## config.mk

```make
export PLATFORM = sky130hd
export DESIGN_NAME = gamepad_button_remapper
export DESIGN_NICKNAME = d
export VERILOG_FILES = /design/src/hw/rtl/gbr_pkg.sv /design/src/hw/rtl/gbr_cfg.sv /design/src/hw/rtl/gbr_axis.sv /design/src/hw/rtl/gamepad_button_remapper.sv
export SDC_FILE = /design/constraint.sdc
export NUM_CORES = 1
export LEC_CHECK = 0
export BUFFER_PORTS_ARGS = -buffer_cell sky130_fd_sc_hd__buf_2
export CAP_MARGIN = 20
export CELL_PAD_IN_SITES_DETAIL_PLACEMENT = 1
export CELL_PAD_IN_SITES_GLOBAL_PLACEMENT = 1
export CORE_MARGIN = 2
export CORE_UTILIZATION = 52
export DETAILED_ROUTE_END_ITERATION = 8
export PLACE_DENSITY = 0.95
export REMOVE_ABC_BUFFERS = 1
export SLEW_MARGIN = 30
export SYNTH_ARGS = -nofsm -noshare
export SYNTH_HDL_FRONTEND = slang
export SYNTH_HIERARCHICAL = 1
export SYNTH_SLANG_ARGS = --single-unit
export TNS_END_PERCENT = 10
```

## constraint.sdc

```tcl
create_clock -name clk -period 11.5 [get_ports clk]
set_input_delay 1.15 -clock clk [delete_from_list [all_inputs] [get_ports clk]]
set_output_delay 1.15 -clock clk [all_outputs]
set_load 0.01 [all_outputs]
```

## src/hw/rtl/gbr_pkg.sv

```systemverilog
// ----------------------------------------------------------------------------
// gbr_pkg
// Shared types and constants of the gamepad button remapper.
// ----------------------------------------------------------------------------
package gbr_pkg;

  localparam int MAP_ENTRIES = 9;
  localparam int ENTRY_W     = 6;
  localparam int MAP_W       = MAP_ENTRIES * ENTRY_W;
  localparam int CFG_IDX_W   = 3;
  localparam int CNT_W       = 5;

  localparam logic [CNT_W-1:0] COUNT_MAX  = 5'd16;
  localparam logic [CNT_W-1:0] COUNT_STEP = 5'd8;

  // Game button positions.
  localparam int BTN_SHOOT = 0;
  localparam int BTN_FOCUS = 2;
  localparam int BTN_UP    = 4;
  localparam int BTN_DOWN  = 5;
  localparam int BTN_LEFT  = 6;
  localparam int BTN_RIGHT = 7;

  typedef enum logic [CFG_IDX_W-1:0] {
    REG_AXIS_MODE  = 3'd0,
    REG_BUTTON_MAP = 3'd1,
    REG_X_MIN      = 3'd2,
    REG_X_MAX      = 3'd3,
    REG_Y_MIN      = 3'd4,
    REG_Y_MAX      = 3'd5,
    REG_X_DEADZONE = 3'd6,
    REG_Y_DEADZONE = 3'd7
  } cfg_reg_t;

  typedef struct packed {
    logic             axis_mode;
    logic [MAP_W-1:0] button_map;
    logic [15:0]      x_min;
    logic [15:0]      x_max;
    logic [15:0]      y_min;
    logic [15:0]      y_max;
    logic [14:0]      x_deadzone;
    logic [14:0]      y_deadzone;
  } cfg_t;

  typedef struct packed {
    logic plus;
    logic minus;
  } axis_dir_t;

endpackage

```

## src/hw/rtl/gbr_cfg.sv

```systemverilog
// ----------------------------------------------------------------------------
// gbr_cfg
// Configuration register file, written through a plain write port.
// ----------------------------------------------------------------------------
module gbr_cfg
  import gbr_pkg::*;
(
  input  logic                 clk,
  input  logic                 rst_n,
  input  logic                 cfg_we,
  input  logic [CFG_IDX_W-1:0] cfg_index,
  input  logic [MAP_W-1:0]     cfg_wdata,
  output cfg_t                 cfg
);

  cfg_t cfg_r;
  cfg_t cfg_nxt;

  always_comb begin
    cfg_nxt = cfg_r;
    if (cfg_we) begin
      case (cfg_reg_t'(cfg_index))
        REG_AXIS_MODE:  cfg_nxt.axis_mode  = cfg_wdata[0];
        REG_BUTTON_MAP: cfg_nxt.button_map = cfg_wdata;
        REG_X_MIN:      cfg_nxt.x_min      = cfg_wdata[15:0];
        REG_X_MAX:      cfg_nxt.x_max      = cfg_wdata[15:0];
        REG_Y_MIN:      cfg_nxt.y_min      = cfg_wdata[15:0];
        REG_Y_MAX:      cfg_nxt.y_max      = cfg_wdata[15:0];
        REG_X_DEADZONE: cfg_nxt.x_deadzone = cfg_wdata[14:0];
        REG_Y_DEADZONE: cfg_nxt.y_deadzone = cfg_wdata[14:0];
        default:        cfg_nxt = cfg_r;
      endcase
    end
  end

  always_ff @(posedge clk) begin
    if (!rst_n) begin
      cfg_r.axis_mode  <= 1'b0;
      cfg_r.button_map <= '0;
      cfg_r.x_min      <= 16'h0000;
      cfg_r.x_max      <= 16'hFFFF;
      cfg_r.y_min      <= 16'h0000;
      cfg_r.y_max      <= 16'hFFFF;
      cfg_r.x_deadzone <= '0;
      cfg_r.y_deadzone <= '0;
    end else begin
      cfg_r <= cfg_nxt;
    end
  end

  assign cfg = cfg_r;

endmodule

```

## src/hw/rtl/gbr_axis.sv

```systemverilog
// ----------------------------------------------------------------------------
// gbr_axis
// Turns one axis position into its two direction bits.
// ----------------------------------------------------------------------------
module gbr_axis
  import gbr_pkg::*;
(
  input  logic               axis_mode,
  input  logic signed [16:0] pos,
  input  logic [15:0]        cal_min,
  input  logic [15:0]        cal_max,
  input  logic [14:0]        deadzone,
  output axis_dir_t          dir
);

  logic [16:0]        sum;
  logic [15:0]        mid;
  logic signed [16:0] diff;
  logic signed [16:0] diff_adj;
  logic signed [16:0] quarter;
  logic signed [18:0] mid_s;
  logic signed [18:0] quarter_s;
  logic signed [18:0] dz_s;
  logic signed [18:0] hi;
  logic signed [18:0] lo;
  logic signed [18:0] pos_s;

  always_comb begin
    sum       = {1'b0, cal_min} + {1'b0, cal_max};
    mid       = sum[16:1];
    diff      = $signed({1'b0, cal_max}) - $signed({1'b0, cal_min});
    // Divide by four rounding toward zero: bias negative values first.
    diff_adj  = diff[16] ? (diff + 17'sd3) : diff;
    quarter   = diff_adj >>> 2;
    mid_s     = $signed({3'b000, mid});
    quarter_s = $signed({{2{quarter[16]}}, quarter});
    dz_s      = $signed({4'b0000, deadzone});
    pos_s     = $signed({{2{pos[16]}}, pos});
    if (axis_mode) begin
      hi = dz_s;
      lo = -dz_s;
    end else begin
      hi = mid_s + quarter_s;
      lo = mid_s - quarter_s;
    end
    dir.plus  = pos_s > hi;
    dir.minus = pos_s < lo;
  end

endmodule

```

## src/hw/rtl/gamepad_button_remapper.sv

```systemverilog
// ----------------------------------------------------------------------------
// gamepad_button_remapper
// Maps one polled pad sample per transaction onto the game button word.
// ----------------------------------------------------------------------------
// One transaction per clock is sustained while out_ready holds. A sample is
// captured in an input register, mapped and thresholded by combinational
// logic, and lands in the output register once that register is free.
// The output register decouples the two channels: a new sample can enter
// the empty input register while an earlier result waits. The shared
// shoot/focus counter advances when a sample moves to the output register.
// ----------------------------------------------------------------------------
module gamepad_button_remapper
  import gbr_pkg::*;
#(
  parameter int PAD_BUTTONS = 32
) (
  input  logic                 clk,
  input  logic                 rst_n,
  input  logic                 cfg_we,
  input  logic [CFG_IDX_W-1:0] cfg_index,
  input  logic [MAP_W-1:0]     cfg_wdata,
  input  logic                 in_valid,
  output logic                 in_ready,
  input  logic                 in_poll_ok,
  input  logic [31:0]          in_raw_buttons,
  input  logic signed [16:0]   in_axis_x,
  input  logic signed [16:0]   in_axis_y,
  input  logic [15:0]          in_held_buttons,
  output logic                 out_valid,
  input  logic                 out_ready,
  output logic [15:0]          out_game_buttons
);

  localparam logic [5:0] PAD_LIMIT = 6'(PAD_BUTTONS);

  cfg_t      cfg;
  axis_dir_t dir_x;
  axis_dir_t dir_y;

  logic               s1_valid_r;
  logic               poll_ok_r;
  logic [31:0]        raw_r;
  logic signed [16:0] ax_r;
  logic signed [16:0] ay_r;
  logic [15:0]        held_r;

  logic             out_valid_r;
  logic [15:0]      out_buttons_r;
  logic [15:0]      result_nxt;
  logic [CNT_W-1:0] cnt_r;
  logic [CNT_W-1:0] cnt_nxt;

  logic                             s2_ready;
  logic                             xfer;
  logic [MAP_ENTRIES-1:0]           pressed;
  logic [ENTRY_W-1:0]               entry [MAP_ENTRIES];
  logic                             shared;

  gbr_cfg u_cfg (
    .clk       (clk),
    .rst_n     (rst_n),
    .cfg_we    (cfg_we),
    .cfg_index (cfg_index),
    .cfg_wdata (cfg_wdata),
    .cfg       (cfg)
  );

  gbr_axis u_axis_x (
    .axis_mode (cfg.axis_mode),
    .pos       (ax_r),
    .cal_min   (cfg.x_min),
    .cal_max   (cfg.x_max),
    .deadzone  (cfg.x_deadzone),
    .dir       (dir_x)
  );

  gbr_axis u_axis_y (
    .axis_mode (cfg.axis_mode),
    .pos       (ay_r),
    .cal_min   (cfg.y_min),
    .cal_max   (cfg.y_max),
    .deadzone  (cfg.y_deadzone),
    .dir       (dir_y)
  );

  assign s2_ready = !out_valid_r || out_ready;
  assign xfer     = s1_valid_r && s2_ready;
  assign in_ready = !s1_valid_r || s2_ready;

  // An entry counts as pressed only when enabled and its index is on the pad.
  always_comb begin
    for (int k = 0; k < MAP_ENTRIES; k++) begin
      entry[k]   = cfg.button_map[k*ENTRY_W +: ENTRY_W];
      pressed[k] = !entry[k][5] && ({1'b0, entry[k][4:0]} < PAD_LIMIT) &&
                   raw_r[entry[k][4:0]];
    end
  end

  assign shared = (entry[0] == entry[2]);

  always_comb begin
    result_nxt = held_r;
    cnt_nxt    = cnt_r;
    if (poll_ok_r) begin
      for (int k = 0; k < MAP_ENTRIES; k++) begin
        if (k != BTN_FOCUS && pressed[k]) begin
          result_nxt[k] = 1'b1;
        end
      end
      if (!shared) begin
        if (pressed[BTN_FOCUS]) begin
          result_nxt[BTN_FOCUS] = 1'b1;
        end
      end else if (pressed[BTN_SHOOT]) begin
        if (cnt_r < COUNT_MAX) begin
          cnt_nxt = cnt_r + 5'd1;
        end
        if (cnt_nxt >= COUNT_STEP) begin
          result_nxt[BTN_FOCUS] = 1'b1;
        end
      end else begin
        cnt_nxt = (cnt_r > COUNT_STEP) ? (cnt_r - COUNT_STEP) : '0;
      end
      if (dir_x.plus)  result_nxt[BTN_RIGHT] = 1'b1;
      if (dir_x.minus) result_nxt[BTN_LEFT]  = 1'b1;
      if (dir_y.plus)  result_nxt[BTN_DOWN]  = 1'b1;
      if (dir_y.minus) result_nxt[BTN_UP]    = 1'b1;
    end
  end

  always_ff @(posedge clk) begin
    if (!rst_n) begin
      s1_valid_r  <= 1'b0;
      out_valid_r <= 1'b0;
      cnt_r       <= '0;
    end else begin
      if (in_ready) begin
        s1_valid_r <= in_valid;
      end
      if (s2_ready) begin
        out_valid_r <= s1_valid_r;
      end
      if (xfer) begin
        cnt_r <= cnt_nxt;
      end
    end
  end

  always_ff @(posedge clk) begin
    if (in_valid && in_ready) begin
      poll_ok_r <= in_poll_ok;
      raw_r     <= in_raw_buttons;
      ax_r      <= in_axis_x;
      ay_r      <= in_axis_y;
      held_r    <= in_held_buttons;
    end
    if (xfer) begin
      out_buttons_r <= result_nxt;
    end
  end

  assign out_valid        = out_valid_r;
  assign out_game_buttons = out_buttons_r;

  a_cnt_saturates : assert property (@(posedge clk) disable iff (!rst_n)
    cnt_r <= COUNT_MAX)
    else $error("shared focus counter exceeded its ceiling");

  a_cnt_moves_on_xfer : assert property (@(posedge clk) disable iff (!rst_n)
    !xfer |=> $stable(cnt_r))
    else $error("shared focus counter changed without a transaction");

  a_failed_poll_passes_held : assert property (@(posedge clk) disable iff (!rst_n)
    xfer && !poll_ok_r |=> out_valid_r && (out_buttons_r == $past(held_r)))
    else $error("failed poll did not pass the held buttons through");

  a_failed_poll_keeps_cnt : assert property (@(posedge clk) disable iff (!rst_n)
    xfer && !poll_ok_r |=> $stable(cnt_r))
    else $error("failed poll changed the shared focus counter");

  a_empty_stage_ready : assert property (@(posedge clk) disable iff (!rst_n)
    !s1_valid_r |-> in_ready)
    else $error("input stalled while the input register was empty");

endmodule

```

; After elaboration in Yosys (flattened, before gate mapping)
; Cells that the tools add are included.
[word_totals]
regBits = 255
inputBits = 145
out_inout_bits = 18
elab_cells = 136
[classes]
add_sub_neg = 14
magnitude_cmp = 16
n_eq_ne = 8
n_mux = 47
n_reduce_logical = 34
[op_table]
columns = op, count
row1 = 19-bit 2-to-1 mux, 4
row2 = "5-bit by 6-bit less-than comparator with 1-bit output, second input constant", 9
row3 = 1-bit binary-select mux with 5-bit select, 9
row4 = 17-bit by 19-bit > comparator with 1-bit output, 2
row5 = 17-bit by 19-bit less-than comparator with 1-bit output, 2
row6 = 15-bit negation with 19-bit output, 2
row7 = 17-bit by 15-bit adder with 18-bit output, 2
row8 = 17-bit by 15-bit subtractor with 18-bit output, 2
row9 = 16-bit by 16-bit adder with 17-bit output, 2
row10 = "17-bit by 3-bit adder with 17-bit output, second input constant", 2
row11 = 17-bit 2-to-1 mux, 2
row12 = 16-bit by 16-bit subtractor with 17-bit output, 2
row13 = 5-bit 2-to-1 mux, 6
row14 = 1-bit 2-to-1 mux, 25
row15 = 2-bit AND reduction, 8
row16 = "3-bit equality test, second input constant", 4
row17 = 1-bit logical AND, 11
row18 = 1-bit zero test, 11
row19 = 9-bit 2-to-1 mux, 1
row20 = "3-bit by 2-bit equality test with 1-bit output, second input constant", 2
row21 = 6-bit equality test, 1
row22 = "5-bit by 1-bit adder with 5-bit output, second input constant", 1
row23 = "5-bit by 4-bit greater-or-equal comparator with 1-bit output, second input constant", 1
row24 = "5-bit by 4-bit > comparator with 1-bit output, second input constant", 1
row25 = 6 further kinds, 7

; Depth between registers and ports, before layout
[logic_depth]
depth_word = 11
depth_mapped = 34
ltp_nobuf = 33

; Cells and area by module
; Netlist, hierarchy kept.
[by_module_without_submodules]
columns = mod, n_inst, cells_each, area_per_inst_um2, seq_area_each_um2
row1 = gamepad_button_remapper, 1, 340, 5873.1, 3113.0
row2 = gbr_cfg, 1, 568, 5845.6, 2982.9
row3 = gbr_axis (u_axis_y), 1, 702, 4974.8, 0.0
row4 = gbr_axis (u_axis_x), 1, 700, 4938.5, 0.0

; Least setup slack after synthesis
; Ideal clock, no wire load.
[synth_path]
kind = register to register
startpoint = register u_cfg.cfg_r, in the netlist u_cfg/cfg[30]
endpoint = register out_buttons_r[5] (netlist: out_game_buttons[5]), data pin
setup_ns = 0.258
arrival_time_ns = 5.606
required_ns = 11.242
path_slack_ns = 5.635
stages_incl_launch_ff = 33
n_path_buf = 1
period_less_slack_ns = 5.865
path_cell_list = dfxtp_1 -> inv_1 -> ha_1 -> fa_1 -> nor2b_4 -> o31a_4 -> o21a_4 -> a21oi_4 -> o21a_2 -> o21a_1 -> buf_6 -> nand2_1 -> xor2_1 -> ha_1 -> inv_1 -> fa_1 -> nand2b_1 -> a21oi_1 -> o211ai_1 -> a21oi_1 -> nor3_1 -> o41ai_1 -> a221oi_1 -> o21ai_0 -> or3b_1 -> ha_1 -> nand4_1 -> nor3_1 -> nand4_1 -> nand3_1 -> a31oi_1 -> nor2_1 -> a21oi_1
[synth_lines]
columns = item, line
row1 = from (decl), gbr_cfg.sv:16  ; cfg_t cfg_r;
row2 = from (signal assigned), gbr_cfg.sv:47  ; cfg_r <= cfg_nxt;
row3 = to (signal assigned), gamepad_button_remapper.sv:158  ; out_buttons_r <= result_nxt;
row4 = to (decl), gamepad_button_remapper.sv:48  ; logic [15:0] out_buttons_r;

==> flow_summary.json <==
{
  "fin_area_um2": 23600,
  "skew_ns": 0.0221,
  "setup_violations": 0,
  "worstPathRequired_ns": 11.83,
  "ys_async_sr_fraction": 0,
  "yosysUniqueCellTypes": 104,
  "first_iter_violations": 1511,
  "wl_um": 71000,
  "first_pass_iters": 7,
  "worstSetupStartpointType": "flop",
  "ant_nets": 0,
  "cts-resized-gates": 0,
  "switching_power_w": 0.00131,
  "holdPathStages": 0,
  "yosys.area.top_type": "dfxtp_1",
  "slew_viol_final": 0,
  "syn_to_final_growth_pct": 9.10,
  "cts_made_buffers": 31,
  "endpoint_kind": "flop",
  "fin_crit_sh": 0.622,
  "synth_edf_count": 99,
  "die_w_um": 208,
  "p_int_w": 0.00214,
  "setup-tns-final_ns": 0,
  "r2r-end": "out_game_buttons[5]",
  "finalHoldWorstSlack_ns": 0.420,
  "crit_type": "flop to flop",
  "cap_violations": 0,
  "final_util": 0.577,
  "clock-sinks": 255,
  "netlist_area_um2": 21600,
  "worst_pin_slew_ns": 1.02,
  "dr_wl_met3_um": 3930,
  "clk_pin_slew_worst_paths_ns": 0.06,
  "path_max_fanout": 13,
  "cts_buffer_depth": 3,
  "pwr-share-comb": 0.409,
  "vias": 18876,
  "fill_cells": 4669,
  "drcViolationCount": 0,
  "synth.top_cell.area_share": 0.144,
  "grt_remaining_overflow": 0,
  "dieArea_um2": 43200,
  "yosysSeqAreaShare": 0.282,
  "multi_input_area_um2": 14300,
  "grt_max_degree": 96,
  "min_period_ns": 7.15,
  "yosys_warnings": 6,
  "seq_area_um2": 6100,
  "maxSlewHeadroom": 0.302,
  "die_y_um": 208,
  "status": "finished, final reports clean",
  "ios": 163,
  "timing.rr.start": "u_cfg/cfg[48]",
  "hp-start": "held_r[13]",
  "cts_setup_buffers": 0,
  "wl_met1_um": 27700,
  "min_path_type": "flop to flop",
  "seq_power_share": 0.297,
  "clkPwrFrac": 0.293,
  "hold_violations": 0,
  "core_area_um2": 40900,
  "place_congestion": 0.913,
  "rr_worst_depth": 29,
  "place.detailed.hpwl_um": 51500,
  "grt_pass1_vias": 20815,
  "numPortBuffers": 162,
  "max_clock_freq_mhz": 140,
  "worst_path_max_delay_cell": "o21a_1",
  "yosys_register_bits": 255,
  "r2r_slack_ns": 4.35,
  "cts_tree": "done",
  "ys.flop_type": "dfxtp_1",
  "clk_latency_ns": 0.61,
  "cts-htree-levels": 1,
  "met2_length_um": 35400,
  "grtUsageTotal": 0.321,
  "crit_arrival_ns": 7.48,
  "start_util": 0.529,
  "final_common_cell": "nand2_1",
  "placed_area_um2": 22500,
  "postCtsHoldBufs": 0,
  "top_layer_used": "met4",
  "cpMostUsedCell": "a21oi_1",
  "swShare": 0.380,
  "hold_end": "out_game_buttons[13]",
  "cellPowerDensity_nw_per_um2": 146,
  "rsz0062_at_grt": "false",
  "cts_root_buf": "clkbuf_16",
  "synthTopCellsByArea": "dfxtp_1 (14%), edfxtp_1 (14%), ha_1 (12%), mux4_2 (8.3%), mux2i_1 (7.9%)",
  "syn-mean-instance-area_um2": 9.36,
  "vias_per_cell": 6.38,
  "num_rows": 74,
  "ir_worst_vdd_v": 0.000109,
  "antenna_found_initial": 5,
  "grt_first_pass_wirelength_um": 112000,
  "final_cell_mix": "nand2_1 (268), ha_1 (208), mux2i_1 (170)",
  "drive_gt1_frac": 0.158,
  "syn_inst": 2310,
  "fin_nets": 2759,
  "slowest_delay_ns": 0.52,
  "p_leak_nw": 9.52,
  "wl_per_cell_um": 24.0
}
-- how the worst max path moves through the flow --
stage                  startpoint                  end  slack, ns  depth (start not counted)
floorplan           u_cfg/cfg[48]  out_game_buttons[5]       5.62                         29
global placement    u_cfg/cfg[48]  out_game_buttons[5]       4.94                         30
detailed placement  u_cfg/cfg[48]  out_game_buttons[5]       4.49                         29
CTS                 u_cfg/cfg[48]  out_game_buttons[5]       4.46                         29
global route        u_cfg/cfg[46]  out_game_buttons[5]       3.84                         29
finish              u_cfg/cfg[48]  out_game_buttons[5]       4.35                         29
-- per-stage QoR --
stage,worst slack [ns],std cells,power [W]
floorplan,5.62,2191,0.00200
global placement,4.94,2895,0.00230
detailed placement,4.49,2897,0.00240
CTS,4.46,2955,0.00343
global route,3.84,2959,0.00364
finish,4.35,2960,0.00345
-- registers in the layout, indices dropped and copies added (netlist names) --
signal            cells
ax_r                 17
ay_r                 17
cnt_r                 5
held_r               16
out_game_buttons     16
out_valid             1
poll_ok_r             1
raw_r                32
s1_valid_r            1
u_cfg/cfg           149
-- kinds of logic (layout without fill, tap and decap cells) --
| kind of cell | Yosys count | after routing | share of synthesized area |
|---|---|---|---|
| AND/OR/NAND/NOR | 736 | 736 | 0.166 |
| AO/OA/AOI/OAI | 433 | 433 | 0.136 |
| multiplexers | 260 | 260 | 0.167 |
| flip-flops | 255 | 255 | 0.282 |
| buffers and inverters | 252 | 365 | 0.0560 |
| adder cells (fa/ha/maj) | 216 | 216 | 0.128 |
| XOR/XNOR | 158 | 158 | 0.0647 |
| other | 0 | 5 | 0 |
-- power by group through the flow --
stage | combinational [W] | sequential, W | clock [W]
2_1_floorplan | 0.000979 | 0.00102 | 0
3_3_place_gp | 0.00126 | 0.00104 | 0
3_5_place_dp | 0.00135 | 0.00104 | 0
4_1_cts | 0.00138 | 0.00102 | 0.00102
5_1_grt | 0.00155 | 0.00103 | 0.00105
6_report | 0.00141 | 0.00103 | 0.00101
-- synth_stat cells, types with 11 or more instances --
cell type / number
or3_1: 16
o211ai_1: 14
nand2_1: 268
mux2i_1: 170
and3_1: 12
a31oi_1: 20
nand4_1: 14
a21oi_1: 110
nand2b_1: 27
buf_4: 11
or2_2: 12
nor3_1: 55
edfxtp_1: 99
o21bai_1: 17
xnor2_1: 99
ha_1: 208
nor2b_1: 82
inv_1: 133
dfxtp_1: 156
nor2_1: 157
o21ai_0: 93
mux4_2: 80
buf_2: 22
a211oi_1: 18
and2_1: 15
nor4_1: 11
a21o_1: 18
nand3_1: 23
clkbuf_1: 61
buf_6: 15
xor2_1: 57
o21a_1: 25
-- layer usage --
| layer | track usage | vias up |
|---|---|---|
| met4 | 0.172 | 0 |
| li1 | - | 8462 |
| met2 | 0.572 | 790 |
| met5 | 0 | - |
| met1 | 0.374 | 9337 |
| met3 | 0.0460 | 287 |
-- layout make-up --
class	count	share of cell area
antenna	5	0.000530
clock buffer	41	0.0379
clock inverter	17	0.00594
inverter	133	0.0212
multi-input combinational	1803	0.608
sequential	255	0.258
tap	532	0.0282
timing repair buffer	174	0.0403
-- worst max-delay path, delay by kind of cell (launching register included) --
family	cells	cell delay [ns]
XOR/XNOR	1	0.36
buffers and inverters	2	0.22
flip-flops	1	0.37
AND/OR/NAND/NOR	10	1.74
adder cells (fa/ha/maj)	3	1.12
AO/OA/AOI/OAI	13	3.08
No activity file was read; power rests on OpenSTA's default activity.
